<file path="config.mk">
export PLATFORM = sky130hd
export DESIGN_NAME = gch_div
export DESIGN_NICKNAME = d
export VERILOG_FILES = /design/src/rtl/gch_pkg.sv /design/src/rtl/gch_div.sv
export SDC_FILE = /design/constraint.sdc
export NUM_CORES = 1
export LEC_CHECK = 0
export ABC_CLOCK_PERIOD_IN_PS = 3700
export CAP_MARGIN = 40
export CORE_MARGIN = 2
export CORE_UTILIZATION = 65
export DETAILED_ROUTE_END_ITERATION = 10
export DONT_BUFFER_PORTS = 1
export GPL_TIMING_DRIVEN = 0
export PLACE_DENSITY = 0.81
export SETUP_SLACK_MARGIN = 0.5
export SYNTH_ARGS = -nofsm -noshare
export SYNTH_HDL_FRONTEND = slang
export SYNTH_SLANG_ARGS = --single-unit
</file>
<file path="constraint.sdc">
create_clock -name clk -period 3.7 [get_ports clk]
set_input_delay 0.555 -clock clk [delete_from_list [all_inputs] [get_ports clk]]
set_output_delay 0.555 -clock clk [all_outputs]
set_load 0.01 [all_outputs]
</file>
<file path="src/rtl/gch_pkg.sv">
// shared types and constants of the grid cell histogram block
// field widths, op and status codes, sequencer states, store command bundle
// no dependencies
package gch_pkg;

	// fixed field widths
	localparam int OP_W     = 2;
	localparam int POS_W    = 11;
	localparam int CELL_W   = 4;
	localparam int SIZE_W   = 11;
	localparam int COUNT_W  = 20;
	localparam int STATUS_W = 3;

	// packed stream widths, rounded up to whole bytes
	localparam int S_TDATA_W = 48;
	localparam int M_TDATA_W = 40;

	// register port
	localparam int PADDR_W    = 3;
	localparam int PDATA_W    = 32;
	localparam int REG_IDX_W  = 1;
	localparam int REG_CELL_SIZE = 0;

	// defaults for the top-level parameters
	localparam int BOX_EDGE_DEF       = 1024;
	localparam int MAX_CELLS_DEF      = 16;
	localparam int COUNT_BITS_DEF     = 20;
	localparam int CELL_SIZE_RST      = 64;

	typedef enum logic [OP_W-1:0] {
		OP_ADD   = 2'd0,
		OP_READ  = 2'd1,
		OP_CLEAR = 2'd2
	} op_t;

	typedef enum logic [STATUS_W-1:0] {
		STAT_OK         = 3'd0,
		STAT_NOT_FACTOR = 3'd1,
		STAT_OUT_OF_BOX = 3'd2,
		STAT_SATURATED  = 3'd3,
		STAT_TOO_MANY   = 3'd4
	} status_t;

	typedef enum logic [2:0] {
		ST_CLEAR,
		ST_IDLE,
		ST_DIV_X,
		ST_DIV_Y,
		ST_DIV_Z,
		ST_LOOKUP,
		ST_UPDATE,
		ST_EMIT
	} state_t;

	typedef struct packed {
		logic rd;
		logic wr;
		logic clr;
	} store_cmd_t;

endpackage

</file>
<file path="src/rtl/gch_div.sv">
// shared restoring divider, one quotient bit per cycle
// used for the cells per axis on a register write and for each coordinate
// depends on gch_pkg
module gch_div import gch_pkg::*; #(
	parameter int DW = 11
) (
	input  logic              clk,
	input  logic              arst_n,
	input  logic              start,
	input  logic [DW-1:0]     dividend,
	input  logic [SIZE_W-1:0] divisor,
	output logic              done,
	output logic [DW-1:0]     quotient,
	output logic [SIZE_W-1:0] remainder
);

	localparam int CNT_W = $clog2(DW + 1);

	logic              busy_q;
	logic              done_q;
	logic [CNT_W-1:0]  cnt_q;
	logic [DW-1:0]     quo_q;
	logic [SIZE_W-1:0] rem_q;
	logic [SIZE_W-1:0] div_q;
	logic [SIZE_W:0]   trial;
	logic [SIZE_W:0]   diff;
	logic              fits;

	assign trial = {rem_q, quo_q[DW-1]};
	assign diff  = trial - {1'b0, div_q};
	assign fits  = trial >= {1'b0, div_q};

	always_ff @(posedge clk or negedge arst_n) begin
		if (!arst_n) begin
			busy_q <= 1'b0;
			done_q <= 1'b0;
			cnt_q  <= '0;
		end else begin
			done_q <= 1'b0;
			if (start) begin
				busy_q <= 1'b1;
				cnt_q  <= '0;
			end else if (busy_q) begin
				cnt_q <= cnt_q + CNT_W'(1);
				if (cnt_q == CNT_W'(DW - 1)) begin
					busy_q <= 1'b0;
					done_q <= 1'b1;
				end
			end
		end
	end

	always_ff @(posedge clk) begin
		if (start) begin
			quo_q <= dividend;
			rem_q <= '0;
			div_q <= divisor;
		end else if (busy_q) begin
			quo_q <= {quo_q[DW-2:0], fits};
			rem_q <= fits ? diff[SIZE_W-1:0] : trial[SIZE_W-1:0];
		end
	end

	assign done      = done_q;
	assign quotient  = quo_q;
	assign remainder = rem_q;

endmodule

</file>
# Yosys cells after proc, flatten, opt, wreduce, memory -nomap -nowiden

Cells that the tools add are included.

Divide/modulo/power cells: 0
Mux-type cells: 11
Reduce and logical (&&, ||, !) cells: 1
Bitwise operators: 0
Shift-type cells: 0
Magnitude comparators: 1
Multipliers: 0
Add/sub/neg operators: 2
Equal/unequal tests: 1

Operators with widths:

| kind                  | number |
|---|---|
| $mux W11              | 3 |
| $ge A12 B11 Y1        | 1 |
| $sub A11 B11 Y11      | 1 |
| $mux W4               | 2 |
| $mux W1               | 6 |
| $add A4 B1 Y4 const B | 1 |
| $eq A4 B4 Y1 const B  | 1 |
| $reduce_bool A2 Y1    | 1 |

Output and inout bits: 23
Bits in latches: 0
Memories kept: 0
Register bits: 39
RAM bits: 0
Bits in read-only memories: 0
Word-level logic and storage cells: 22
Bits of input ports: 25

# Depth between registers and ports, before layout

Depth in word-level cells: 4
Mapped depth: 9
Gate-level depth less buffers: 8

# Least setup slack after synthesis

Ideal clock, no wire load.

Path kind: reg2reg
Start point: reg quo_q[10] (netlist: quotient[10])
End point: reg quo_q[0] (netlist: quotient[0]), data pin
Data required time: 3.431 ns
Stages on the path, launching flop included: 10
Clock period less this slack: 2.140 ns
Arrival time: 1.871 ns
Path buffers: 1
Path slack: 1.560 ns
Setup time: 0.269 ns
Cells stage by stage: edfxtp_1 -> inv_1 -> ha_1 -> fa_1 -> nor2b_4 -> o31a_4 -> o211ai_4 -> and2_1 -> buf_2 -> mux2i_1

Word-level cells in the longest chain between the ends: 3

Ends and longest elaborated chain:

| what                   | RTL line      | source |
|---|---|---|
| from (decl)            | gch_div.sv:22 | `logic [DW-1:0] quo_q;` |
| from (signal assigned) | gch_div.sv:55 | `quo_q <= dividend;` |
| from (signal assigned) | gch_div.sv:59 | `quo_q <= {quo_q[DW-2:0], fits};` |
| $ge A12 B11 Y1         | gch_div.sv:31 | `assign fits = trial >= {1'b0, div_q};` |
| $mux W11               | gch_div.sv:58 | `end else if (busy_q) begin` |
| $mux W11               | gch_div.sv:54 | `if (start) begin` |

No other way between the ends. The select of a mux whose other input is x is not followed.
A chain may end at the register's enable or synchronous reset.

# Worst setup path after layout

Same ends and word-level chain as after synthesis.

==> reports/summary.txt <==
result of the run: complete, no violations
flip-flop cell with the highest count after synthesis: sky130_fd_sc_hd__edfxtp_1
static leakage: 1.06 nW
Post-synth ARST share: 15.4%
via count of the first global-routing pass: 1665
required time worst endpoint: 3.74 ns
setup repair after global routing missed its margin: false
top-level port count: 48
core box area: 3610 µm²
Worst IR Drop VDD: 0.346 mV
root buf cell: sky130_fd_sc_hd__clkbuf_8
worst min-delay path startpoint: divisor[9]
routing layer with the top usage in global route: met2
xor/xnor share of the synthesized area: 1.83%
critical path startpoint: quotient[10]
per-cell routed wire length: 16.8 µm
worst hold path type: in -> reg
Global Route met3 Usage: 6.77%
Die Y-Extent: 64.7 µm
global-route total usage across every layer: 25.1%
commonest non-fill, non-tap cells in the layout: 25 x sky130_fd_sc_hd__nor2_1, 22 x sky130_fd_sc_hd__edfxtp_1, 17 x sky130_fd_sc_hd__inv_1, 14 x sky130_fd_sc_hd__nand2_1, 13 x sky130_fd_sc_hd__ha_1
width of the die: 64.7 µm
HPWL after detailed placement: 3550 µm
total CTS buffers: 5
Max Clock Skew: 0.00661 ns
number of hold buffers added after cts: 1
standard cell with the maximum stage delay on the critical path: sky130_fd_sc_hd__edfxtp_1
Power Internal: 0.931 mW
die area: 4190 µm²
number of rows created at floorplan: 22
clock-pin transition on the worst setup and hold timing paths: 0.08 ns
Mean Syn Cell Area: 10.5 µm²
met1 Track Usage GR: 31.9%
GR Util met2: 41.0%
share of total power in sequential cells: 42.0%
pin count of the biggest net entering global routing: 13
Synthesized Nets: 268
simple-gate area share of the yosys netlist: 18.7%
final weighted congestion of routability-driven global placement: 0.850
fraction of synthesized cell area taken by the top area cell type: 27.6%
number of max-slew violations in the final report: 0
upper clock frequency limit: 0.406 GHz
remaining antenna violation count: 0
first-pass GRT wire length: 7950 µm
power per cell area: 580 nW/µm²
number of synthesized flops with an enable pin: 22
type of the worst setup path: reg -> reg
Port Buffer Count: 0
post-layout min period: 2.46 ns
via count: 1763
# diodes: 0
mux cell area share after synthesis: 5.96%
total number of nets in the final design: 276
ratio of cells with drive above 1 in the final layout: 13.9%
effective utilization at floorplan: 66.4%
DR pass1 iterations: 4
CP arrival: 2.50 ns
Sw Ratio: 37.1%
Seq/Total Area, Yosys: 43.1%
dominant cell type by area after synthesis: sky130_fd_sc_hd__edfxtp_1
Critical Path Max Stage Delay: 0.51 ns
actual transition at the worst max-transition pin: 0.570 ns
clock share of power: 19.2%
initial antenna violation count: 0
number of clock sinks: 39
most common cell after layout, fill and taps aside: sky130_fd_sc_hd__nor2_1
Worst Path Max Fanout: 8
setup fix buffers added after clock tree synthesis: 0
Post-Place Worst Slack: 1.22 ns
combinational family with the most area after synthesis: simple AND/OR/NAND/NOR gates
kind of end point of the critical path: flip-flop
grt total ovfl: 0
Area growth, synth to finish: 6.48%
reg-to-reg startpoint: quotient[10]
utilization of the core after routing: 70.7%
total design power: 1.48 mW
mapped cell area: 2390 µm²
remaining max-slew budget at the tightest pin: 62.0%
final worst-path cycle share: 66.5%
clock tree from TritonCTS: built
# DRC: 0
adder-cell share of the synthesized area: 7.63%
Comb pwr share: 38.9%
wire length after detailed routing: 4810 µm
post-cts sizing count: 0
Setup Total Neg Slack: 0 ns
startpoint kind of the worst setup timing path: flip-flop
Yosys reg bits: 39
cell-by-cell trace of the critical path: inv_1 -> ha_1 -> fa_1 -> nor2b_4 -> o31a_4 -> o211ai_4 -> and2_1 -> buf_2 -> mux2i_1
Avg Vias per Cell: 6.16
H-tree depth: 2
final hold violation count: 0
main area contributors after synthesis: sky130_fd_sc_hd__edfxtp_1 28%, sky130_fd_sc_hd__dfxtp_1 9.2%, sky130_fd_sc_hd__ha_1 6.8%
Warnings, synthesis: 0
Yosys cell types: 58
Sw Pwr: 0.549 mW
complex-gate fraction of the synthesized area: 17.3%
iteration-0 DRC count of the detailed router: 139
clock latency reported for the late side of the worst-skew pair: 0.30 ns
Final WS setup: 1.24 ns
cell count after synthesis: 229
Bufs on Longest Clock Path: 2
final setup violation count: 0
max-cap viol count: 0
-- stage by stage --
step / cell area, µm² / std cells / hold WS (ns)
final: 2550 / 286 / 0.347
after global routing: 2550 / 286 / 0.336
after CTS: 2550 / 286 / 0.346
after detailed placement: 2450 / 277 / 0.259
after global placement: 2450 / 277 / 0.260
after floorplan: 2390 / 229 / 0.259
-- cell families after synthesis --
group / Yosys count
AO/OA/AOI/OAI: 50
XOR/XNOR: 5
adder cells (fa/ha/maj): 14
buffers and inverters: 29
flip-flops: 39
multiplexers: 13
AND/OR/NAND/NOR: 79
-- flip-flops by register name (all words and copies together) (netlist names) --
name	count
busy_q	1
cnt_q	4
div_q	11
done	1
quotient	11
remainder	11
-- metal layers --
metal	up-vias	share of wire (%)
li1	853	-
met1	836	44
met2	66	48
met3	8	6.4
met4	0	2.0
met5	-	0
-- critical path, delay by kind of cell, from the launching register on --
kind,cells,cell delay (ns)
DFF,1,0.51
and+or+nand+nor,2,0.25
adders and majority gates,2,0.43
AOI/OAI and AO/OA,2,0.65
muxes,1,0.08
buffers and inverters,2,0.28
-- final timing paths --
kind / end / cells past startpoint / slack (ns)
worst max-delay path: quotient[0] / 9 / 1.24
worst min register to register: cnt_q[3] / 2 / 0.55
max in group asynchronous: done / 1 / 2.90
worst max register to register: quotient[0] / 9 / 1.24
min in group asynchronous: busy_q / 1 / 0.57
worst min-delay path: div_q[9] / 0 / 0.35
-- cell usage after synthesis, drive strengths merged, types with 4 or more instances --
cell type,count
a21oi,7
a31oi,4
buf,4
clkbuf,8
dfrtp,6
dfxtp,11
edfxtp,22
ha,13
inv,17
mux2,10
nand2,14
nor2,25
nor2b,8
nor3,4
nor3b,4
o21a,5
o21ai,8
-- power by group through the flow --
stage,combinational [mW],clock [mW],sequential [mW]
after floorplan,0.467,0,0.609
after global placement,0.551,0,0.630
after detailed placement,0.562,0,0.632
after CTS,0.569,0.285,0.622
after global routing,0.633,0.303,0.632
final,0.575,0.284,0.621
-- area by class of cell --
class / count / area (µm²)
well taps: 48 / 60.1
multi-input cells: 161 / 1230
repair buffers: 1 / 10.0
clock buffers: 6 / 72.6
plain buffers: 12 / 68.8
flip-flops and latches: 39 / 1030
clock inverters: 2 / 12.5
fillers: 272 / 1060
inverters: 17 / 63.8
Power figures use the tool's default switching activity.
